### src/design/skrf_pkg.sv
// shared types and constants for the scalar kalman rssi filter
package skrf_pkg;

  localparam int CFG_W     = 32;
  localparam int IDX_W     = 2;
  localparam int MEAS_W    = 16;
  localparam int GAIN_FRAC = 16;
  localparam int GAIN_W    = GAIN_FRAC + 1;

  localparam logic [GAIN_W-1:0] GAIN_ONE = GAIN_W'(1) << GAIN_FRAC;

  localparam logic [CFG_W-1:0] MEASURE_NOISE_RESET = 32'd65536;
  localparam logic [CFG_W-1:0] INITIAL_ERROR_RESET = 32'd65536;
  localparam logic [CFG_W-1:0] PROCESS_NOISE_RESET = 32'd655;

  typedef enum logic [IDX_W-1:0] {
    REG_MEASURE_NOISE = 2'd0,
    REG_INITIAL_ERROR = 2'd1,
    REG_PROCESS_NOISE = 2'd2
  } cfg_reg_t;

endpackage

### src/design/skrf_ser_mul.sv
// shift-add serial multiplier, one multiplier bit per cycle
module skrf_ser_mul #(
  parameter int MCAND_W = 17,
  parameter int MPLR_W  = 16
) (
  input  logic                      clk,
  input  logic                      rst,
  input  logic                      start,
  input  logic [MCAND_W-1:0]        mcand,
  input  logic [MPLR_W-1:0]         mplr,
  output logic [MCAND_W+MPLR_W-1:0] product,
  output logic                      done
);

  localparam int CW = $clog2(MPLR_W + 1);

  logic [MCAND_W-1:0]        mcand_q;
  logic [MCAND_W+MPLR_W-1:0] prod;
  logic [CW-1:0]             count;
  logic                      busy;
  logic [MCAND_W:0]          sum;

  always_comb begin
    sum = {1'b0, prod[MPLR_W +: MCAND_W]} + (prod[0] ? {1'b0, mcand_q} : '0);
  end

  always_ff @(posedge clk) begin
    if (rst) begin
      busy  <= 1'b0;
      done  <= 1'b0;
      count <= '0;
    end else begin
      done <= 1'b0;
      if (start) begin
        mcand_q <= mcand;
        prod    <= {{MCAND_W{1'b0}}, mplr};
        count   <= CW'(MPLR_W);
        busy    <= 1'b1;
      end else if (busy) begin
        prod  <= {sum, prod[MPLR_W-1:1]};
        count <= count - CW'(1);
        if (count == CW'(1)) begin
          busy <= 1'b0;
          done <= 1'b1;
        end
      end
    end
  end

  assign product = prod;

endmodule

### src/design/skrf_gain_div.sv
// restoring divider for the gain, one quotient bit per cycle
module skrf_gain_div #(
  parameter int DEN_W = 33
) (
  input  logic                       clk,
  input  logic                       rst,
  input  logic                       start,
  input  logic [DEN_W-1:0]           num,
  input  logic [DEN_W-1:0]           den,
  output logic [skrf_pkg::GAIN_W-1:0] quot,
  output logic                       done
);

  import skrf_pkg::*;

  localparam int CW = $clog2(GAIN_W + 1);

  logic [DEN_W-1:0]  rem;
  logic [DEN_W-1:0]  den_q;
  logic [GAIN_W-1:0] quot_q;
  logic [CW-1:0]     count;
  logic              busy;
  logic              den_zero;
  logic [DEN_W:0]    rem_sh;
  logic              ge;
  logic [DEN_W:0]    rem_sub;

  always_comb begin
    rem_sh  = (count == CW'(GAIN_W)) ? {1'b0, rem} : {rem, 1'b0};
    ge      = rem_sh >= {1'b0, den_q};
    rem_sub = rem_sh - {1'b0, den_q};
  end

  always_ff @(posedge clk) begin
    if (rst) begin
      busy     <= 1'b0;
      done     <= 1'b0;
      count    <= '0;
      den_zero <= 1'b0;
    end else begin
      done <= 1'b0;
      if (start) begin
        rem      <= num;
        den_q    <= den;
        quot_q   <= '0;
        den_zero <= (den == '0);
        count    <= CW'(GAIN_W);
        busy     <= 1'b1;
      end else if (busy) begin
        rem    <= ge ? rem_sub[DEN_W-1:0] : rem_sh[DEN_W-1:0];
        quot_q <= {quot_q[GAIN_W-2:0], ge};
        count  <= count - CW'(1);
        if (count == CW'(1)) begin
          busy <= 1'b0;
          done <= 1'b1;
        end
      end
    end
  end

  // zero denominator gives zero gain
  assign quot = den_zero ? '0 : quot_q;

endmodule

### src/design/scalar_kalman_rssi_filter_unit.sv
// top level of the scalar kalman rssi filter
// an accepted word runs through the serial gain divider, then the step and keep
// multipliers side by side, then the process-noise multiplier, and then the output
// register; a new word is taken only once the previous estimate has been loaded there
// a finished estimate waits in the output register while the next word is taken
// reset: synchronous, restores register defaults, loads variance, clears the stored estimate
module scalar_kalman_rssi_filter_unit #(
  parameter int EST_FRAC_BITS = 8,
  parameter int VAR_WIDTH     = 32
) (
  input  logic                              clk,
  input  logic                              rst,
  input  logic                              in_valid,
  output logic                              in_ready,
  input  logic signed [skrf_pkg::MEAS_W-1:0] measurement,
  output logic                              out_valid,
  input  logic                              out_ready,
  output logic signed [skrf_pkg::MEAS_W-1:0] estimate,
  input  logic                              cfg_we,
  input  logic [skrf_pkg::IDX_W-1:0]        cfg_index,
  input  logic [skrf_pkg::CFG_W-1:0]        cfg_data
);

  import skrf_pkg::*;

  localparam int IW      = (VAR_WIDTH > CFG_W) ? VAR_WIDTH : CFG_W;
  localparam int DEN_W   = IW + 1;
  localparam int STEP_PW = GAIN_W + MEAS_W;
  localparam int KEEP_PW = VAR_WIDTH + GAIN_W;
  localparam int ADD_PW  = CFG_W + MEAS_W;
  localparam int SUM_W   = ((VAR_WIDTH > ADD_PW) ? VAR_WIDTH : ADD_PW) + 1;

  typedef enum logic [4:0] {
    S_IDLE = 5'b00001,
    S_DIV  = 5'b00010,
    S_MUL  = 5'b00100,
    S_ADD  = 5'b01000,
    S_OUT  = 5'b10000
  } state_t;

  state_t                    state;
  logic [CFG_W-1:0]          measure_noise;
  logic [CFG_W-1:0]          process_noise;
  logic [VAR_WIDTH-1:0]      error_variance;
  logic signed [MEAS_W-1:0]  last_value;
  logic [MEAS_W-1:0]         dmag;
  logic                      dneg;

  logic signed [MEAS_W:0]    diff;
  logic [MEAS_W:0]           diff_neg;
  logic [MEAS_W-1:0]         dmag_c;
  logic                      accept;
  logic [DEN_W-1:0]          div_num;
  logic [DEN_W-1:0]          div_den;
  logic [GAIN_W-1:0]         gain;
  logic                      div_done;
  logic                      mul_start;
  logic                      add_start;
  logic [GAIN_W-1:0]         keep_factor;
  logic [STEP_PW-1:0]        step_prod;
  logic                      step_done;
  logic [KEEP_PW-1:0]        keep_prod;
  logic                      keep_done;
  logic [ADD_PW-1:0]         add_prod;
  logic                      add_done;
  logic [MEAS_W-1:0]         moved;
  logic signed [MEAS_W:0]    step_s;
  logic signed [MEAS_W:0]    est_wide;
  logic [ADD_PW-1:0]         add_shift;
  logic [SUM_W-1:0]          var_sum;
  logic [VAR_WIDTH-1:0]      var_sat;

  function automatic logic [VAR_WIDTH-1:0] sat_load(input logic [CFG_W-1:0] v);
    logic [IW:0] ext;
    ext = {1'b0, IW'(v)};
    if ((ext >> VAR_WIDTH) != '0) begin
      sat_load = '1;
    end else begin
      sat_load = ext[VAR_WIDTH-1:0];
    end
  endfunction

  always_comb begin
    accept    = in_valid && in_ready;
    diff      = {measurement[MEAS_W-1], measurement} - {last_value[MEAS_W-1], last_value};
    diff_neg  = -diff;
    dmag_c    = diff[MEAS_W] ? diff_neg[MEAS_W-1:0] : diff[MEAS_W-1:0];
    div_num   = DEN_W'(error_variance);
    div_den   = DEN_W'(error_variance) + DEN_W'(measure_noise);
    mul_start = (state == S_DIV) && div_done;
    add_start = (state == S_MUL) && keep_done;
    keep_factor = GAIN_ONE - gain;
    moved     = step_prod[GAIN_FRAC +: MEAS_W];
    step_s    = dneg ? -$signed({1'b0, moved}) : $signed({1'b0, moved});
    est_wide  = {last_value[MEAS_W-1], last_value} + step_s;
    add_shift = add_prod >> EST_FRAC_BITS;
    var_sum   = SUM_W'(keep_prod[GAIN_FRAC +: VAR_WIDTH]) + SUM_W'(add_shift);
    var_sat   = ((var_sum >> VAR_WIDTH) != '0) ? '1 : var_sum[VAR_WIDTH-1:0];
  end

  assign in_ready = (state == S_IDLE);

  skrf_gain_div #(
    .DEN_W(DEN_W)
  ) u_gain_div (
    .clk  (clk),
    .rst  (rst),
    .start(accept),
    .num  (div_num),
    .den  (div_den),
    .quot (gain),
    .done (div_done)
  );

  skrf_ser_mul #(
    .MCAND_W(GAIN_W),
    .MPLR_W (MEAS_W)
  ) u_step_mul (
    .clk    (clk),
    .rst    (rst),
    .start  (mul_start),
    .mcand  (gain),
    .mplr   (dmag),
    .product(step_prod),
    .done   (step_done)
  );

  skrf_ser_mul #(
    .MCAND_W(VAR_WIDTH),
    .MPLR_W (GAIN_W)
  ) u_keep_mul (
    .clk    (clk),
    .rst    (rst),
    .start  (mul_start),
    .mcand  (error_variance),
    .mplr   (keep_factor),
    .product(keep_prod),
    .done   (keep_done)
  );

  skrf_ser_mul #(
    .MCAND_W(CFG_W),
    .MPLR_W (MEAS_W)
  ) u_add_mul (
    .clk    (clk),
    .rst    (rst),
    .start  (add_start),
    .mcand  (process_noise),
    .mplr   (moved),
    .product(add_prod),
    .done   (add_done)
  );

  always_ff @(posedge clk) begin
    if (rst) begin
      state          <= S_IDLE;
      out_valid      <= 1'b0;
      measure_noise  <= MEASURE_NOISE_RESET;
      process_noise  <= PROCESS_NOISE_RESET;
      error_variance <= sat_load(INITIAL_ERROR_RESET);
      last_value     <= '0;
      dneg           <= 1'b0;
    end else begin
      if (out_valid && out_ready && (state != S_OUT)) begin
        out_valid <= 1'b0;
      end
      unique case (state)
        S_IDLE: begin
          if (accept) begin
            dmag  <= dmag_c;
            dneg  <= diff[MEAS_W];
            state <= S_DIV;
          end
        end
        S_DIV: begin
          if (div_done) begin
            state <= S_MUL;
          end
        end
        S_MUL: begin
          // step product is ready before the keep product
          if (keep_done) begin
            last_value <= est_wide[MEAS_W-1:0];
            state      <= S_ADD;
          end
        end
        S_ADD: begin
          if (add_done) begin
            error_variance <= var_sat;
            state          <= S_OUT;
          end
        end
        S_OUT: begin
          if (!out_valid || out_ready) begin
            estimate  <= last_value;
            out_valid <= 1'b1;
            state     <= S_IDLE;
          end
        end
        default: begin
          state <= S_IDLE;
        end
      endcase
      if (cfg_we) begin
        unique case (cfg_index)
          REG_MEASURE_NOISE: measure_noise <= cfg_data;
          REG_INITIAL_ERROR: begin
            error_variance <= sat_load(cfg_data);
            last_value     <= '0;
          end
          REG_PROCESS_NOISE: process_noise <= cfg_data;
          default: ;
        endcase
      end
    end
  end

  logic unused_step_done;
  assign unused_step_done = step_done;

endmodule

### config.mk
export PLATFORM = sky130hd
export DESIGN_NAME = scalar_kalman_rssi_filter_unit
export DESIGN_NICKNAME = d
export VERILOG_FILES = /design/src/design/skrf_pkg.sv /design/src/design/skrf_ser_mul.sv /design/src/design/skrf_gain_div.sv /design/src/design/scalar_kalman_rssi_filter_unit.sv
export SDC_FILE = /design/constraint.sdc
export NUM_CORES = 1
export LEC_CHECK = 0
export BUFFER_PORTS_ARGS = -buffer_cell sky130_fd_sc_hd__buf_4
export CAP_MARGIN = 30
export CORE_MARGIN = 2
export CORE_UTILIZATION = 35
export DETAILED_ROUTE_END_ITERATION = 16
export GPL_TIMING_DRIVEN = 0
export PLACE_DENSITY = 0.55
export SLEW_MARGIN = 15
export SYNTH_ARGS = -nofsm -noshare
export SYNTH_HDL_FRONTEND = slang
export SYNTH_SLANG_ARGS = --single-unit
### constraint.sdc
create_clock -name clk -period 13.7 [get_ports clk]
set_clock_uncertainty 0.1 [all_clocks]
set_input_delay 2.74 -clock clk [delete_from_list [all_inputs] [get_ports clk]]
set_output_delay 2.74 -clock clk [all_outputs]
set_load 0.02 [all_outputs]
Yosys cells after proc, flatten, opt, wreduce, memory -nomap -nowiden
Cells that the tools add are included.
- output and inout port bits: 18
- bits in registers: 473
- bits of input ports: 55
- word-level logic and storage cells: 167
- bitwise gates (word level): 4
- add/sub/neg operators: 15
- reduce and logical (&&, ||, !) cells: 33
- order comparisons: 1
- multiplexer cells: 58
- eq/ne operators: 18
- operators with widths (kind ; number):
    $mux 32 ; 8
    $mux 16 ; 8
    $mux 33 ; 3
    $mux 17 ; 4
    $add 32x33->33 ; 2
    $mux 5 ; 13
    $mux 49 ; 1
    $reduce_bool 49->1 ; 1
    $mux 48 ; 1
    $add 32x40->41 ; 1
    $ge 34x33->1 ; 1
    $mux 34 ; 1
    $add 32x32->33 ; 1
    $logic_not 33->1 ; 1
    $sub 33x33->33 ; 1
    $neg 16->16 ; 2
    $eq 5x1->1 const B ; 5
    $pmux 5 s5 ; 1
    $reduce_and 2->1 ; 10
    $sub 5x1->5 const B ; 4
    $add 17x18->18 ; 1
    $mux 1 ; 18
    $sub 16x16->17 ; 1
    $sub 17x17->17 const A ; 1
    other kinds (20) ; 39

Depth between registers and ports, before layout
Gate-level depths: netlist of the first run.
- depth after elaboration: 7
- gate-level depth with buffers: 22
- depth with buffers taken out: 18

Modules after synthesis
Synthesis of the first run repeated with hierarchy kept, for this count alone.
- cells, all modules: 3238
- area, all modules: 30932.2 um^2
- modules (own cells, without submodules) (module ; times used ; sequential area each (um^2) ; cells an instance ; area an instance (um^2)):
    scalar_kalman_rssi_filter_unit ; 1 ; 3343.2 ; 1431 ; 11314.6
    skrf_gain_div ; 1 ; 2652.5 ; 642 ; 6318.6
    skrf_ser_mul (u_add_mul) ; 1 ; 2542.4 ; 453 ; 5128.7
    skrf_ser_mul (u_keep_mul) ; 1 ; 2572.5 ; 456 ; 5109.9
    skrf_ser_mul (u_step_mul) ; 1 ; 1641.6 ; 256 ; 3060.4

Worst setup path after synthesis of the first run
Ideal clock, no wire load.
- kind: input to register
- start: input in_valid
- end: register u_gain_div.quot_q[0] (enable)
- cell stages on the path: 5
- path buffers: 2
- arrival: 5.458 ns
- setup slack: 7.685 ns
- path through: and3_1 -> clkbuf_1 -> clkbuf_1 -> nor2_1 -> nor2_1
- cells in the longest elaborated chain, start to end: 3
- ends and longest elaborated chain (what ; line ; RTL):
    start: declaration ; scalar_kalman_rssi_filter_unit.sv:13 ; input logic in_valid,
    $logic_and 1x1->1 ; scalar_kalman_rssi_filter_unit.sv:84 ; accept = in_valid && in_ready;
    $reduce_bool 2->1 (no source line) ; n/a ;
    $reduce_and 2->1 (no source line) ; n/a ;
    end signal: assignment ; skrf_gain_div.sv:51 ; quot_q <= {quot_q[GAIN_W-2:0], ge};
    end: declaration ; skrf_gain_div.sv:20 ; logic [GAIN_W-1:0] quot_q;
Every way passes these cells.
A chain may end at the register's enable or synchronous reset.

Final worst setup path of the first run
- start: register u_gain_div.count[0]
- end: register u_gain_div.rem[21] (data pin)
- cells in the longest elaborated chain, start to end: 6
- ends and longest elaborated chain (what ; line ; RTL):
    start: declaration ; skrf_gain_div.sv:21 ; logic [CW-1:0] count;
    start signal: assignment ; skrf_gain_div.sv:47 ; count <= CW'(GAIN_W);
    start signal: assignment ; skrf_gain_div.sv:52 ; count <= count - CW'(1);
    $eq 5x5->1 * ; skrf_gain_div.sv:29 ; rem_sh = (count == CW'(GAIN_W)) ? {1'b0, rem} : {rem, 1'b0};
    $mux 34 * ; skrf_gain_div.sv:29 ;
    $sub 33x33->33 / $ge 34x33->1 (equally long branches) ; skrf_gain_div.sv:31, skrf_gain_div.sv:30 ;
    $mux 33 * ; skrf_gain_div.sv:50 ; rem <= ge ? rem_sub[DEN_W-1:0] : rem_sh[DEN_W-1:0];
    $mux 33 * ; skrf_gain_div.sv:49 ; end else if (busy) begin
    $mux 32 * ; skrf_gain_div.sv:42 ; if (start) begin
    end signal: assignment ; skrf_gain_div.sv:43 ; rem <= num;
    end signal: assignment ; skrf_gain_div.sv:50 ;
    end: declaration ; skrf_gain_div.sv:18 ; logic [DEN_W-1:0] rem;
Every way passes the cells marked *; elsewhere a longest branch is shown, timed or not. The select of a mux whose other input is x is not followed.

==> results of run 1 <==
[through the flow]
stage	hold WS (ns)	total power, mW	worst slack [ns]	util, %
floorplan	0.308	2.04	7.68	-
global placement	0.314	2.20	5.46	37.5
detailed placement	0.318	2.21	7.05	37.9
CTS	0.325	3.82	7.53	40.3
global route	0.338	3.94	7.13	40.3
finish	0.325	3.80	7.51	40.3
[final cells by class]
cell class / count / share of cell area (%)
diodes: 2 / 0.0146
plain buffers: 129 / 1.51
clock buffers: 63 / 4.32
clock inverters: 43 / 1.49
inverters: 132 / 1.45
multi-input cells: 2502 / 47.4
flip-flops and latches: 473 / 37.2
well taps: 1144 / 4.18
repair buffers: 86 / 2.42
[cells by family after synthesis]
logic type	Yosys count	synth area share [%]
compound gates	824	17.4
fa+ha+maj	228	9.73
mux	48	1.75
flops	473	42.5
simple gates	1199	19.2
buf+inv	261	3.38
xor+xnor	203	5.94
[path summary, 6_finish.rpt]
path                                 to  cells after the start  slack, ns
hold reg to reg   u_add_mul.mcand_q[17]                      0       0.32
hold / removal    u_add_mul.mcand_q[17]                      0       0.32
setup / recovery     u_gain_div.rem[21]                     18       7.51
setup reg to reg     u_gain_div.rem[21]                     18       7.51
[registers in the layout, summed over array words and instances (netlist names), 33 cells and up]
name,count
u_add_mul.product,48
u_gain_div.den_q,33
u_gain_div.rem,33
u_keep_mul.product,49
u_step_mul.product,33
[worst register-to-register path, delay by kind of cell (launching register included)]
family,cells,cell delay [ns]
DFF,1,0.40
muxes,1,0.43
and+or+nand+nor,2,0.42
adders and majority gates,2,0.57
AOI/OAI and AO/OA,9,1.98
buffers and inverters,4,2.14
[metal layers]
metal | global-route usage [%] | vias up | share of wire, %
li1 | - | 12009 | -
met1 | 27.7 | 11396 | 45
met2 | 34.9 | 605 | 47
met3 | 2.37 | 151 | 4.9
met4 | 6.28 | 0 | 3.3
met5 | 0 | - | 0
[power by group through the flow]
stage,logic [mW],registers (mW),clock network (mW)
after floorplan,0.411,1.63,0
after global placement,0.551,1.65,0
after detailed placement,0.562,1.65,0
after CTS,0.566,1.62,1.64
after global routing,0.629,1.62,1.69
final,0.569,1.62,1.61
[cell usage in the layout (no fill, tap or decap), drive strengths merged, types with 64 or more instances in the layout]
master  instances
nand3          64
nor2          242
nand2         428
xor2           73
dfxtp         147
a21oi         291
and2          109
clkbuf        173
inv           143
nor3           86
xnor2         130
edfxtp        326
a21o           79
buf           105
o21ai         197
ha            220
==> results.yml, run 1 <==
synthesis:
  synth_area_leaders: "edfxtp_1 33%, dfxtp_1 9.8%, ha_1 9.2%"
  syn_inst: 3236
  synth_area_mm2: 0.0299
  ys_seq_area_share_pct: 42.5
  postSynthAreaPerCell_um2: 9.25
  synth_top_area_share_pct: 32.7
  synth_edf_count: 326
  synth_nets: 3519
  synth_common_cells: "428 x nand2_1, 326 x edfxtp_1, 286 x a21oi_1, 242 x nor2_1, 220 x ha_1"
  ys.warnings.count: 0
  async_flop_share_pct: 0
  yosysMostFrequentCell: "nand2_1"
  ys_ff_latch: 473
  synth_top_flop_cell: "edfxtp_1"
  yosysTopAreaCell: "edfxtp_1"
  ys_types: 89
worst_setup_path:
  crit_slowest_cell: "clkbuf_1"
  cp_slowest_stage_delay_ns: 0.67
  crit_buf_inv: 4
  cp-start-kind: "flop"
  path_common_cell: "clkbuf_1"
  arrival_ns: 6.56
  critPathRequiredTime_ns: 14.07
  path_delay_family: "buffers and inverters"
  end_kind: "flop"
  worstReg2RegStart: "u_gain_div.count[0]"
  critical_path.startpoint: "u_gain_div.count[0]"
  crit_type: "flop to flop"
  cp_max_fo: 10
  path_cells: "ha_1 > and3_1 > clkbuf_1 > clkbuf_1 > mux2_2 > ha_1 > a211oi_1 > o21bai_1 > o2111ai_1 > a21oi_1 > o21ai_1 > nand3b_1 > a31o_2 > o21a_1 > clkbuf_1 > clkbuf_1 > o311ai_0 > a31oi_1"
floorplanning:
  initial_core_util_pct: 35.2
  pin_count: 73
  fp-row-count: 107
  die_h_um: 296
  dieArea_mm2: 0.0879
  core_area_mm2: 0.0850
  fp.dieW_um: 296
clock_tree:
  cts_tree: "done"
  cts_hold_buf: 0
  htree_levels: 2
  insertion_delay_ns: 0.63
  cts_buffers: 56
  cts.sinks: 473
  post_cts_buffers: 0
  clock-root-buffer: "clkbuf_16"
  clk_pin_slew_ns: 0.06
  ctsLongestPathBuffers: 3
  ctsResizeCount: 0
status:
  status: "finished, final reports clean"
timing:
  maxSlewViolCount: 0
  finalCritPeriodShare_pct: 45.2
  hold_viol: 0
  finalSetupViolations: 0
  rsz0062_at_grt: "false"
  fmax_mhz: 162
  worst_pin_slew_ns: 1.05
  period_minus_slack_ns: 6.19
  setup-tns-final_ns: 0
  max_slew_margin_pct: 29.8
power_and_ir_drop:
  switchingPower_mw: 1.06
  switching_share_pct: 27.9
  p_comb_share_pct: 15.0
  power_leakage_nw: 13.3
  intPower_mw: 2.74
  ir_drop_mv: 0.0970
  powerDensity_mw_per_mm2: 111
  pwr-share-clk_pct: 42.5
  power.share.sequential_pct: 42.5
drt:
  dr.pass1.iters: 5
  drt_wl_total_mm: 92.0
  vias_per_cell: 5.28
  num_vias: 24161
  drt_iter0_markers: 1531
  drt-wirelength-per-cell_um: 20.1
  drc: 0
  antenna_left: 0
layout:
  fin_nets: 3663
  fill_cells: 8417
  area_delta_synth_final_pct: 14.4
  final_cells: 4574
  final_area_mm2: 0.0342
  drive_gt1_share_pct: 8.26
  regArea_mm2: 0.0127
  multi_input_area_mm2: 0.0162
worst_hold_path:
  min_from: "process_noise[17]"
  hold_path.class: "flop to flop"
placement:
  place_congestion: 0.908
  hpwl_mm: 71.7
  portBuffers: 72
  dp.cells: 4466
  placed_area_mm2: 0.0322
grt:
  first_global_vias: 23188
  grtUsageTotal_pct: 20.7
  grt_pass1_wl_mm: 139
  antenna_found_initial: 5
  grt_max_degree: 29
  gr-total-overflow: 0
flow_run:
  drv_cap: 0
Power figures use the tool's default switching activity.
==> run 2: changes to the inputs <==
--- a/config.mk
+++ b/config.mk
@@ -5,13 +5,14 @@
 export SDC_FILE = /design/constraint.sdc
 export NUM_CORES = 1
 export LEC_CHECK = 0
+export ABC_AREA = 1
 export BUFFER_PORTS_ARGS = -buffer_cell sky130_fd_sc_hd__buf_4
 export CAP_MARGIN = 30
 export CORE_MARGIN = 2
 export CORE_UTILIZATION = 35
 export DETAILED_ROUTE_END_ITERATION = 16
 export GPL_TIMING_DRIVEN = 0
-export PLACE_DENSITY = 0.55
+export PLACE_DENSITY = 0.56
 export SLEW_MARGIN = 15
 export SYNTH_ARGS = -nofsm -noshare
 export SYNTH_HDL_FRONTEND = slang
==> constraint.sdc (replaced) <==
create_clock -name clk -period 5.3 [get_ports clk]
set_clock_uncertainty 0.1 [all_clocks]
set_input_delay 1.06 -clock clk [delete_from_list [all_inputs] [get_ports clk]]
set_output_delay 1.06 -clock clk [all_outputs]
set_load 0.02 [all_outputs]
==> run 2 against run 1 <==
Effect of this change:
- cell area is 5.0% higher
- critical endpoint is now u_gain_div.quot_q[0]
- die area is 6.5% higher
- critical path depth is 3 higher
- clock power is 140% higher
- sequential share of layout area is 1.8 points lower
- non-clock buffer count is 35 lower
- power grew to 2.7 times the previous value
- register-to-register slack worse by 7.1 ns
- cell count is 24% higher
- critical path type unchanged
==> results.yml, run 2 <==
floorplanning:
  dieArea_mm2: 0.0936
  die_h_um: 306
  pin_count: 73
  core_area_mm2: 0.0901
  fp.dieW_um: 306
  initial_core_util_pct: 35.4
  fp-row-count: 110
synthesis:
  synth_area_leaders: "edfxtp_1 31%, nand2_1 13%, dfxtp_1 9.2%"
  ys.warnings.count: 0
  synth_common_cells: "1,083 x nand2_1, 658 x inv_1, 409 x nor2_1, 388 x a21oi_1, 326 x edfxtp_1"
  postSynthAreaPerCell_um2: 7.41
  synth_edf_count: 326
  synth_area_mm2: 0.0319
  ys_types: 51
  synth_nets: 4586
  ys_seq_area_share_pct: 39.9
  yosysTopAreaCell: "edfxtp_1"
  synth_top_area_share_pct: 30.7
  syn_inst: 4303
  async_flop_share_pct: 0
  ys_ff_latch: 473
  yosysMostFrequentCell: "nand2_1"
  synth_top_flop_cell: "edfxtp_1"
placement:
  hpwl_mm: 81.8
  place_congestion: 0.927
  portBuffers: 71
clock_tree:
  post_cts_buffers: 0
  cts_hold_buf: 0
  htree_levels: 2
  cts.sinks: 473
  insertion_delay_ns: 0.63
  cts_tree: "done"
  ctsLongestPathBuffers: 3
  clk_pin_slew_ns: 0.06
  clock-root-buffer: "clkbuf_16"
  cts_buffers: 54
flow_run:
  drv_cap: 0
drt:
  drt_wl_total_mm: 101
  num_vias: 28628
  drt-wirelength-per-cell_um: 17.8
  drt_iter0_markers: 2639
  dr.pass1.iters: 6
  vias_per_cell: 5.06
  antenna_left: 0
  drc: 0
worst_setup_path:
  arrival_ns: 5.09
  cp-start-kind: "flop"
  path_cells: "inv_1 > ha_1 > nand2_1 > nor2_4 > inv_1 > clkbuf_1 > clkbuf_2 > o21ai_0 > inv_1 > ha_1 > nand2_1 > nor2_1 > nand2_1 > nor2_1 > nand3_1 > o311ai_1 > inv_1 > nand2_2 > inv_2 > buf_4 > nor2_1"
  worst_r2r_endpoint: "u_gain_div.quot_q[0]"
  cp_slowest_stage_delay_ns: 0.41
  critPathRequiredTime_ns: 5.55
  crit_slowest_cell: "nor2_1"
  end_kind: "flop"
  cp_max_fo: 10
  path_common_cell: "inv_1"
  rrSetupSlack_ns: 0.46
  reg2reg_depth: 21
  worstReg2RegStart: "u_gain_div.count[1]"
  crit_type: "flop to flop"
timing:
  period_minus_slack_ns: 4.84
  rsz0062_at_grt: "false"
  fmax_mhz: 207
  hold-worst-slack_ns: 0.323
  worst_pin_slew_ns: 1.02
  maxSlewViolCount: 0
  setup-tns-final_ns: 0
  finalCritPeriodShare_pct: 91.4
  hold_viol: 0
  finalSetupViolations: 0
  max_slew_margin_pct: 31.8
layout:
  largest_reg_flops: 49
  antennaDiodeCount: 0
  drive_gt1_share_pct: 5.48
  fin_nets: 4725
  area_delta_synth_final_pct: 12.8
  post-route-util_pct: 39.9
  final_cell_mix: "1,081 x nand2_1, 657 x inv_1, 406 x nor2_1"
  final_common_cell: "nand2_1"
grt:
  gr-total-overflow: 0
  grt_max_degree: 51
  antenna_found_initial: 13
  first_global_vias: 27038
  grtUsageTotal_pct: 21.1
  grt_pass1_wl_mm: 154
power_and_ir_drop:
  power_mw: 10.4
  power_leakage_nw: 16.9
  ir_drop_mv: 0.284
  powerDensity_mw_per_mm2: 288
worst_hold_path:
  hold_path_depth: 0
  hold_path.class: "flop to flop"
  holdPathEnd: "u_add_mul.mcand_q[13]"
  min_from: "process_noise[13]"
status:
  status: "finished, final reports clean"
[run 2: cell types whose count changed after synthesis, sizes merged, moves of 98 or more]
cell   before   now
o21ai     197   324
and2      109     2
inv       132   662
nor2      242   421
a21oi     291   389
nand3      64   221
nand2     428  1088
[run 2: how the worst max path moves through the flow]
stage	start	to	slack (ns)	cells after the start
after floorplan	out_ready	u_keep_mul.product[0]	0.49	9
after global placement	out_ready	u_keep_mul.product[45]	-1.46	10
after detailed placement	u_gain_div.count[1]	u_gain_div.quot_q[0]	-0.006	21
after CTS	u_gain_div.count[1]	u_gain_div.quot_q[0]	0.24	21
after global routing	u_gain_div.count[1]	u_gain_div.quot_q[0]	0.07	21
final	u_gain_div.count[1]	u_gain_div.quot_q[0]	0.46	21
[run 2: kinds of logic after synthesis]
group	after synthesis	synth area share [%]
XOR/XNOR	123	3.38
AND/OR/NAND/NOR	1873	24.2
flip-flops	473	39.9
multiplexers	1	0.0314
AO/OA/AOI/OAI	844	14.2
adder cells (fa/ha/maj)	228	9.13
buffers and inverters	761	9.10
[run 2: area by class of cell]
class                      instances  area, um^2
fill                            9454       54200
multi-input combinational       3069       16300
sequential                       473       12700
inverter                         664        2490
clock buffer                      85        1630
tap                             1176        1470
timing repair buffer              83         741
buffer                            97         410
clock inverter                    16         165
[run 2: per-layer routing]
layer | track usage, % | vias to the layer above | share of wire (%) | wire [um]
met5 | 0 | - | 0.064 | 64
met1 | 29.7 | 13279 | 47 | 47100
met2 | 34.1 | 755 | 45 | 45200
li1 | - | 14447 | - | -
met4 | 5.24 | 12 | 2.3 | 2270
met3 | 2.85 | 135 | 6.1 | 6110
[run 2: per-stage QoR]
step | setup WS [ns] | instance area, um^2 | instances
detailed placement | -0.00588 | 34200 | 5562
global route | 0.0694 | 36000 | 5663
global placement | -1.46 | 33900 | 5550
CTS | 0.236 | 36000 | 5663
floorplan | 0.495 | 31900 | 4303
finish | 0.458 | 36000 | 5663
[run 2: critical path, delay by kind of cell (launching register included)]
kind | cells | cell delay (ns)
adder cells (fa/ha/maj) | 2 | 0.51
buffers and inverters | 8 | 1.33
AO/OA/AOI/OAI | 2 | 0.55
AND/OR/NAND/NOR | 9 | 1.76
flip-flops | 1 | 0.32
[run 2: report_power, final]
group	switching (mW)	internal (mW)	leakage (nW)
Combinational	1.47	0.771	11.8
Clock	1.61	2.21	0.881
Sequential	0.106	4.21	4.18
[run 2: timing repair]
item | 4_1_cts | 5_1_grt
resized for setup | 1 | 3
gates cloned | 0 | 0
setup endpoints to repair | 1 | 32
==> run 3: changes to the inputs <==
--- a/config.mk
+++ b/config.mk
@@ -12,8 +12,10 @@
 export CORE_UTILIZATION = 35
 export DETAILED_ROUTE_END_ITERATION = 16
 export GPL_TIMING_DRIVEN = 0
-export PLACE_DENSITY = 0.56
+export PLACE_DENSITY = 0.55
+export RECOVER_POWER = 100
 export SLEW_MARGIN = 15
 export SYNTH_ARGS = -nofsm -noshare
 export SYNTH_HDL_FRONTEND = slang
 export SYNTH_SLANG_ARGS = --single-unit
+export TNS_END_PERCENT = 1
==> constraint.sdc (replaced) <==
create_clock -name clk -period 4.9 [get_ports clk]
set_clock_uncertainty 0.1 [all_clocks]
set_input_delay 0.98 -clock clk [delete_from_list [all_inputs] [get_ports clk]]
set_output_delay 0.98 -clock clk [all_outputs]
set_load 0.02 [all_outputs]
==> run 3 against run 2 <==
Effect of this change:
- the flow now finishes with violations (max-capacitance violations, max-slew violations)
- cell area fell by 0.62%
- sequential share of layout area up 0.22 points
- clock-buffer cell count shrank 4
- critical path depth is 5 lower
- die area is the same
- cell count increased by 0.16%
- largest cell class unchanged
==> results.yml, run 3 (synthesis gave the netlist of run 2 again) <==
drt:
  drc: 0
  drt_iter0_markers: 2347
  antenna_left: 0
  drt_wl_total_mm: 101
  vias_per_cell: 5.03
  dr.pass1.iters: 6
  num_vias: 28511
  drt-wirelength-per-cell_um: 17.8
power_and_ir_drop:
  p_comb_share_pct: 21.4
  switching_share_pct: 30.6
  power_leakage_nw: 16.8
  power.share.sequential_pct: 41.5
  intPower_mw: 7.81
  switchingPower_mw: 3.44
  pwr-share-clk_pct: 37.1
  powerDensity_mw_per_mm2: 315
  ir_drop_mv: 0.245
  power_mw: 11.3
layout:
  drive_gt1_share_pct: 4.47
  area_delta_synth_final_pct: 12.1
  largest_reg_flops: 49
  final_area_mm2: 0.0357
  fin_nets: 4730
  final_cell_mix: "1,085 x nand2_1, 661 x inv_1, 411 x nor2_1"
  final_common_cell: "nand2_1"
placement:
  place_congestion: 0.928
  placed_area_mm2: 0.0342
  hpwl_mm: 81.8
  portBuffers: 71
clock_tree:
  insertion_delay_ns: 0.64
  cts.sinks: 473
  htree_levels: 2
  clk_pin_slew_ns: 0.06
  cts_tree: "done"
  clock-root-buffer: "clkbuf_16"
  cts_buffers: 54
  ctsLongestPathBuffers: 3
  cts_hold_buf: 0
grt:
  busiest_layer: "met2"
  grtUsageMet2_pct: 34.3
  gr-total-overflow: 0
  grt_max_degree: 51
  grt_pass1_wl_mm: 154
  grtUsageTotal_pct: 21.2
  first_global_vias: 26889
  met3_usage_pct: 3.08
  use_met1_pct: 29.9
  antenna_found_initial: 8
timing:
  period_minus_slack_ns: 4.55
  maxSlewViolCount: 95
  fmax_mhz: 220
  finalCritPeriodShare_pct: 92.8
  hold_viol: 0
  worst_pin_slew_ns: 2.28
  rsz0062_at_grt: "false"
  max_slew_margin_pct: -52.3
  finalSetupViolations: 0
floorplanning:
  core_area_mm2: 0.0901
  fp.dieW_um: 306
  fp-row-count: 110
  die_h_um: 306
  initial_core_util_pct: 35.4
  dieArea_mm2: 0.0936
  pin_count: 73
worst_setup_path:
  critPathRequiredTime_ns: 5.19
  crit_type: "flop to flop"
  end_kind: "flop"
  cp-start-kind: "flop"
  reg2reg_depth: 16
  cp_max_fo: 10
  arrival_ns: 4.84
flow_run:
  drv_cap: 3
worst_hold_path:
  hold_path_depth: 0
  hold_path.class: "flop to flop"
status:
  status: "complete, but fails checks"
  failed_checks: "max-capacitance violations, max-slew violations"
run 3: power groups by stage:
stage,clock network [mW],logic (mW),registers [mW]
4_1_cts,4.27,2.42,4.67
2_1_floorplan,0,1.75,4.70
3_3_place_gp,0,2.38,4.76
3_5_place_dp,0,2.40,4.75
5_1_grt,4.38,2.75,4.69
6_report,4.18,2.41,4.67
run 3: layout make-up:
cell class | count | area (um^2)
multi-input cells | 3069 | 16200
plain buffers | 97 | 395
clock buffers | 81 | 1570
flip-flops and latches | 473 | 12700
repair buffers | 88 | 606
well taps | 1176 | 1470
fillers | 9509 | 54400
diodes | 3 | 7.51
inverters | 664 | 2490
clock inverters | 21 | 230
run 3: metrics by stage:
stage	setup WS, ns	cells	TNS (ns)	utilization, %	hold slack, ns
6_report	0.352	5672	0	39.6	0.327
3_3_place_gp	-2.26	5550	-305.66	37.6	0.309
4_1_cts	0.0533	5665	0	39.9	0.314
5_1_grt	0.0149	5670	0	39.6	0.331
3_5_place_dp	-0.489	5563	-13.87	37.9	0.310
2_1_floorplan	-0.397	4303	-13.09	-	0.303
run 3: path summary, 6_finish.rpt:
| path | from | end | slack, ns |
|---|---|---|---|
| setup / recovery | u_add_mul.product[0] | u_add_mul.product[45] | 0.35 |
| hold / removal | process_noise[0] | u_add_mul.mcand_q[0] | 0.33 |
| setup reg to reg | u_add_mul.product[0] | u_add_mul.product[45] | 0.35 |
| hold reg to reg | process_noise[0] | u_add_mul.mcand_q[0] | 0.33 |
run 3: timing repair:
action / CTS / global route
gates resized for setup: 3 / 7
pin swaps: 0 / 1
buffers inserted: 0 / 1
endpoints found under the hold margin: 0 / 0
setup endpoints to repair: 34 / 32
run 3: layer usage:
layer  share of wire (%)  routed length (um)
met1                  47               47500
met2                  45               45500
met3                 6.0                6070
met4                 1.8                1800
met5               0.074                  75
run 3: critical path, cell delays in order (launching register included):
cell and delay [ns]:
edfxtp_1 0.62, clkbuf_1 0.55, nand2_1 0.12, inv_1 0.13, ha_1 0.20, inv_1 0.06
fa_1 0.35, inv_1 0.10, nand3_1 0.07, nand2_1 0.23, a21oi_1 0.20, o21ai_0 0.54
a21oi_1 0.23, o21bai_1 0.40, nand4_1 0.17, a21oi_1 0.17, nor2_1 0.06
